File: config.mk
export PLATFORM = sky130hd
export DESIGN_NAME = gtg_isqrt
export DESIGN_NICKNAME = d
export VERILOG_FILES = /design/src/design/gtg_pkg.sv /design/src/design/gtg_isqrt.sv
export SDC_FILE = /design/constraint.sdc
export NUM_CORES = 2
export LEC_CHECK = 0
export BUFFER_PORTS_ARGS = -buffer_cell sky130_fd_sc_hd__buf_2
export CAP_MARGIN = 25
export CORE_MARGIN = 8
export CORE_UTILIZATION = 35
export DETAILED_ROUTE_END_ITERATION = 10
export GPL_TIMING_DRIVEN = 0
export SLEW_MARGIN = 20
export SYNTH_ARGS = -nofsm -noshare
export SYNTH_HDL_FRONTEND = slang
export SYNTH_SLANG_ARGS = --single-unit
File: constraint.sdc
create_clock -name clk_i -period 5.32 [get_ports clk_i]
set_input_delay 0.798 -clock clk_i [delete_from_list [all_inputs] [get_ports clk_i]]
set_output_delay 0.798 -clock clk_i [all_outputs]
set_load 0.005 [all_outputs]
File: src/design/gtg_pkg.sv
// Shared constants, register codes and angle helpers for the go-to-goal controller.
package gtg_pkg;

  localparam int CORDIC_ITERATIONS = 16;
  localparam int FRAC_BITS         = 16;

  localparam int ATAN_LEN     = 32;
  localparam int CORDIC_STEPS = (CORDIC_ITERATIONS < ATAN_LEN) ? CORDIC_ITERATIONS : ATAN_LEN;
  // square root takes one bit per stage; the CORDIC is padded to the same depth
  localparam int CORE_STAGES  = 32;

  localparam int CW     = 37;             // CORDIC x/y width
  localparam int ZW     = FRAC_BITS + 4;  // CORDIC angle width
  localparam int ANG_W  = 24;             // Q8.16 angle width
  localparam int SH_Q30 = 30 - FRAC_BITS;
  localparam int SH_DN  = (FRAC_BITS >= 16) ? FRAC_BITS - 16 : 0;
  localparam int SH_UP  = (FRAC_BITS < 16) ? 16 - FRAC_BITS : 0;

  localparam longint PI_Q30 = 64'd3373259426;
  localparam longint ATAN_Q30 [ATAN_LEN] = '{
    843314856, 497837829, 263043836, 133525158, 67021686, 33543515,
    16775850, 8388437, 4194282, 2097149, 1048575, 524287, 262143, 131071,
    65535, 32767, 16383, 8191, 4095, 2047, 1023, 511, 255, 127, 63, 31,
    15, 8, 4, 2, 1, 0
  };

  localparam logic [1:0] REG_DIST_TOL = 2'd0;
  localparam logic [1:0] REG_ANG_TOL  = 2'd1;
  localparam logic [1:0] REG_ANG_GAIN = 2'd2;
  localparam logic [1:0] REG_LIN_GAIN = 2'd3;

  localparam logic [30:0] DIST_TOL_RST = 31'd655;
  localparam logic [30:0] ANG_TOL_RST  = 31'd3277;
  localparam logic [15:0] ANG_GAIN_RST = 16'd1024;
  localparam logic [15:0] LIN_GAIN_RST = 16'd768;

  localparam logic [1:0] MODE_TURN    = 2'd0;
  localparam logic [1:0] MODE_DRIVE   = 2'd1;
  localparam logic [1:0] MODE_ARRIVED = 2'd2;

  // Q2.30 constant rounded to FRAC_BITS
  function automatic logic signed [ZW-1:0] q30_to_frac(input longint t);
    longint r;
    r = (t + (longint'(1) <<< (SH_Q30 - 1))) >>> SH_Q30;
    return r[ZW-1:0];
  endfunction

  function automatic logic signed [ANG_W-1:0] frac_to_q16(input logic signed [ZW-1:0] z);
    logic signed [ZW+7:0] w;
    w = {{8{z[ZW-1]}}, z};
    w = (w >>> SH_DN) <<< SH_UP;
    return w[ANG_W-1:0];
  endfunction

endpackage

File: src/design/gtg_isqrt.sv
// Pipelined integer square root of a 64-bit value, one result bit per stage.
module gtg_isqrt
  import gtg_pkg::*;
(
  input  logic        clk_i,
  input  logic        en_i,
  input  logic [63:0] n_i,
  output logic [31:0] root_o
);

  logic [63:0] n_w [CORE_STAGES+1];
  logic [63:0] r_w [CORE_STAGES+1];

  assign n_w[0] = n_i;
  assign r_w[0] = '0;

  for (genvar k = 0; k < CORE_STAGES; k++) begin : g_step
    localparam logic [63:0] BIT = 64'd1 << (62 - 2 * k);
    logic [63:0] n_q, r_q, t;

    assign t = r_w[k] + BIT;

    always_ff @(posedge clk_i) begin
      if (en_i) begin
        if (n_w[k] >= t) begin
          n_q <= n_w[k] - t;
          r_q <= (r_w[k] >> 1) + BIT;
        end else begin
          n_q <= n_w[k];
          r_q <= r_w[k] >> 1;
        end
      end
    end

    assign n_w[k+1] = n_q;
    assign r_w[k+1] = r_q;
  end

  assign root_o = r_w[CORE_STAGES][31:0];

endmodule

# [After elaboration in Yosys (flattened, before gate mapping)]
# Cells that the tools add are included.
# Widths: inputs -> output; s select.
[word_totals] reg_bits=4000 output_inout_bits=32
[op_classes] order_cmp=32 n_addsub=93 n_mux=63
[ops] cell="$ge 64x64->1" count=31
[ops] cell="$mux 64" count=31
[ops] cell="$mux 63" count=31
[ops] cell="$sub 64x64->64" count=30
[ops] cell="$add 63x11->64 const B" count=1
[ops] cell="$add 63x13->64 const B" count=1
[ops] cell="$add 63x15->64 const B" count=1
[ops] cell="$add 63x17->64 const B" count=1
[ops] cell="$add 63x19->64 const B" count=1
[ops] cell="$add 63x21->64 const B" count=1
[ops] cell="$add 63x23->64 const B" count=1
[ops] cell="$add 63x25->64 const B" count=1
[ops] cell="$add 63x27->64 const B" count=1
[ops] cell="$add 63x29->64 const B" count=1
[ops] cell="$add 63x3->64 const B" count=1
[ops] cell="$add 63x31->64 const B" count=1
[ops] cell="$add 63x33->64 const B" count=1
[ops] cell="$add 63x35->64 const B" count=1
[ops] cell="$add 63x37->64 const B" count=1
[ops] cell="$add 63x39->64 const B" count=1
[ops] cell="$add 63x41->64 const B" count=1
[ops] cell="$add 63x43->64 const B" count=1
[ops] cell="$add 63x45->64 const B" count=1
[ops] cell="$add 63x47->64 const B" count=1
[ops] cell="other kinds (45)" count=45

# [Depth between registers and ports, before layout]
[depth] depth_word=3 mapped_depth=15 depth_no_buf=12

# [Worst setup path after synthesis]
# Ideal clock, no wire load.
[synth_timing] path_type="reg2reg" from="reg g_step[17].n_q[52]" to="reg g_step[18].n_q[57], data pin" path_buffers=2 setup_slack_ps=1851 setup_ps=258 arrival_ps=3211 path_stages_with_launch=13 t_required_ps=5062 cell_sequence="edfxtp_1 > or4_1 > or3_1 > or3_4 > or4_1 > a41oi_1 > and3_1 > buf_4 > inv_2 > buf_6 > nand4_4 > and3b_1 > xor2_1"
[synth_between] elab_chain_cells=2
[synth_rtl] item="start, declared" line="gtg_isqrt.sv:19" text="logic [63:0] n_q, r_q, t;"
[synth_rtl] item="start signal, assigned" line="gtg_isqrt.sv:26" text="n_q <= n_w[k] - t;"
[synth_rtl] item="start signal, assigned" line="gtg_isqrt.sv:29" text="n_q <= n_w[k];"
[synth_rtl] item="$sub 64x64->64 / $ge 64x64->1 (equally long branches)" line="gtg_isqrt.sv:26, gtg_isqrt.sv:25"
[synth_rtl] item="$mux 64 *" line="gtg_isqrt.sv:25" text="if (n_w[k] >= t) begin"
[synth_rtl] item="end signal, assigned" line="gtg_isqrt.sv:26"
[synth_rtl] item="end signal, assigned" line="gtg_isqrt.sv:29"
[synth_rtl] item="end, declared" line="gtg_isqrt.sv:19"
# Mark *: on every way between the ends. The rest lies on a longest branch, timed or not.
# A chain may end at the register's enable or synchronous reset.

# [Final worst setup path]
[layout_timing] from="reg g_step[29].n_q[5]" to="reg g_step[30].n_q[26], data pin"
[layout_between] elab_chain_cells=2
[layout_rtl] item="start, declared" line="gtg_isqrt.sv:19"
[layout_rtl] item="start signal, assigned" line="gtg_isqrt.sv:26"
[layout_rtl] item="start signal, assigned" line="gtg_isqrt.sv:29"
[layout_rtl] item="$sub 64x64->64 / $ge 64x64->1 (equally long branches)" line="gtg_isqrt.sv:26, gtg_isqrt.sv:25"
[layout_rtl] item="$mux 64 *" line="gtg_isqrt.sv:25"
[layout_rtl] item="end signal, assigned" line="gtg_isqrt.sv:26"
[layout_rtl] item="end signal, assigned" line="gtg_isqrt.sv:29"
[layout_rtl] item="end, declared" line="gtg_isqrt.sv:19"
# Marked as above.

==> flow_metrics.tcl <==
set metrics [dict create \
    status "finished clean" \
    grt-ovfl-total 0 \
    cts_made_buffers 281 \
    ctsRootBufferMaster "clkbuf_16" \
    synth_top_area_share_pct 62.40 \
    peakVddDrop_mv 0.2766 \
    clockBufferDepth 4 \
    firstDrtPassIters 5 \
    synth_fp_nets 10279 \
    yosys.area_share.simple_pct 12.26 \
    cts_htree_levels 5 \
    die-area_sq_um 364400 \
    cpPeakStageDelay_ns 0.64 \
    cp_top_family "simple AND/OR/NAND/NOR gates" \
    synth_xor_area_share_pct 6.448 \
    rows 216 \
    core_sq_um 344900 \
    synth-edff-count 2512 \
    finalSetupViolations 0 \
    yosysTopAreaCell "edfxtp_1" \
    synthCells 9655 \
    cp.buffers_inverters 3 \
    finalCriticalPeriod_ns 5.056 \
    avgSynthCellArea_sq_um 12.52 \
    hold_slack_ns 0.08634 \
    maxSlewViolCount 0 \
    final.setup_skew_ns 0.07689 \
    finalHoldViolCount 0 \
    syn_to_final_growth_pct 13.28 \
    p_per_area_nw_per_um2 431.2 \
    worstMarginPinSlew_ns 1.120 \
    clk_pin_slew_ns 0.06 \
    worstSkewPairLatency_ns 0.91 \
    die_w_um 603.7 \
    rsz0062_at_grt "no" \
    final_nets 10711 \
    synth_area_leaders "edfxtp_1, ha_1, xnor2_1" \
    dpl.hpwl_um 245100 \
    wire_per_inst_um 21.23 \
    required_ns 5.88 \
    slew_headroom_pct 24.65 \
    final_cells 14879 \
    crit_fanout 10 \
    critPathSlowestCell "nor4_1" \
    routabilityCongestion 0.9526 \
    leakage_nw 50.59 \
    drt-vias-per-instance 5.230 \
    cp.arrival_ns 5.62 \
    drt.antenna.violating_nets 0 \
    cts_tree "done" \
    hold_path_class "in2reg" \
    seq_area_frac_synth_pct 62.40 \
    ys_async_sr_fraction_pct 0 \
    synth-compound-area-share_pct 9.516 \
    synth_commonest_cells "edfxtp_1, inv_1, nor2_1" \
    synth_most_common_cell "edfxtp_1" \
    place_area_sq_um 127700 \
    first_global_vias 77645 \
    netlist_area_sq_um 120900 \
    nFillCells 32194 \
    initial_core_util_pct 35.05 \
    synth_top_family_by_area "simple AND/OR/NAND/NOR gates" \
    placedCellCount 14351 \
    vias 77824 \
    timing.final.crit_share_pct 95.04 \
    clock-sinks 2512 \
    crit_path_cell_trace "ha_1 -> or3b_2 -> nor4_1 -> nand4_1 -> o31ai_1 -> or3_1 -> nand2b_1 -> clkbuf_1 -> buf_2 -> buf_1 -> a21oi_1" \
    dr.first_iter.drc_count 6588 \
    io-pin-count 98 \
    yosys_warnings 0 \
    synth_seq_cells 2512 \
    fin_area_sq_um 136900 \
    drive_above_1_share_pct 6.748 \
    grtUsageTotal_pct 16.72 \
    total_power_mw 59.04 \
    crit_path_end_kind "flop" \
    cts_setup_buffers 0 \
    yosys_most_used_dff "edfxtp_1" \
    grt_pass1_wl_um 475600 \
    grt_max_degree 164 \
    totalWireLength_um 315900 \
    die_h_um 603.7 \
    cap_viol_max_count 0 \
    antenna_found_initial 12 \
    ys_types 92 \
    synth_mux_area_share_pct 0.7132 \
    drc 0 \
    fmax_mhz 197.8 \
    crit_type "reg2reg" \
    cp-start-kind "flop" \
    io_buffers 97 \
    ff2ff_setup_slack_ns 0.26 \
    synth_fa_ha_area_share_pct 5.776 \
]
-- per-layer routing --
metal	global-route usage, %	share of wire [%]	wire length [um]	vias to the layer above
met1	21.16	42	133500	37882
met2	28.56	48	150400	2185
met4	7.690	5.2	16310	0
met3	2.165	5.0	15650	619
met5	0	0	0	-
li1	-	-	-	37138
-- final timing paths --
check,from,endpoint,cells after the start
setup / recovery,g_step[29].n_q[5],g_step[30].n_q[26],11
hold / removal,n_i[55],g_step[0].n_q[55],1
setup reg to reg,g_step[29].n_q[5],g_step[30].n_q[26],11
hold reg to reg,g_step[8].n_q[39],g_step[9].n_q[39],0
-- kinds of logic after synthesis --
family                   after synthesis
AND/OR/NAND/NOR                     2845
flip-flops                          2512
buffers and inverters                923
AO/OA/AOI/OAI                       1850
XOR/XNOR                             890
multiplexers                          77
adder cells (fa/ha/maj)              558
-- stage by stage --
step	utilization (%)	setup TNS, ns	worst slack [ns]
final	39.71	0	0.2638
after global routing	39.71	0	0.08836
after CTS	39.70	0	0.04886
after detailed placement	37.03	-1.345	-0.1985
after global placement	36.86	-	-35.78
after floorplan	-	0	1.851
-- area by class of cell --
cell class / count / area, sq um / area share (%)
timing repair buffer: 149 / 1336 / 0.9758
clock inverter: 157 / 1604 / 1.171
buffer: 212 / 824.5 / 0.6021
inverter: 711 / 2669 / 1.949
tap: 4578 / 5728 / 4.183
clock buffer: 338 / 7331 / 5.353
antenna: 2 / 5.005 / 0.003655
sequential: 2512 / 75430 / 55.09
multi-input combinational: 6220 / 42010 / 30.68
-- cell usage in the layout, fill, tap and decap left out, drive strengths merged, types with 252 or more instances in the layout --
cell type and count:
clkbuf 520, o21ai 400, xnor2 468, xor2 422, edfxtp 2512, a21oi 667, inv 720, nand2 560
nor2 678, ha 558, nor3 252, nor4 354
-- worst register-to-register path, stage by stage (launching register included) --
cell	delay (ns)
edfxtp_1	0.40
ha_1	0.41
or3b_2	0.48
nor4_1	0.64
nand4_1	0.29
o31ai_1	0.31
or3_1	0.16
nand2b_1	0.13
clkbuf_1	0.59
buf_2	0.47
buf_1	0.63
a21oi_1	0.20
-- report_power, final --
group | internal, mW | leakage, nW | switching (mW) | total (mW)
Sequential | 25.2 | 24.2 | 2.31 | 27.5
Combinational | 4.96 | 22.1 | 7.69 | 12.6
Clock | 11.0 | 4.34 | 7.87 | 18.9
Total | 41.2 | 50.6 | 17.9 | 59.0
-- registers in the layout, indices dropped and copies added, names as in the netlist --
| signal | flops |
|---|---|
| g_step.n_q | 1984 |
| g_step.r_q | 528 |
-- timing repair --
| item | 4_1_cts | 5_1_grt |
|---|---|---|
| hold buffers | 27 | 0 |
| setup endpoints to repair | 9 | 0 |
| hold endpoints to repair | 27 | 0 |
| gates resized for setup | 2 | 0 |
(Power assumes the default switching activity.)
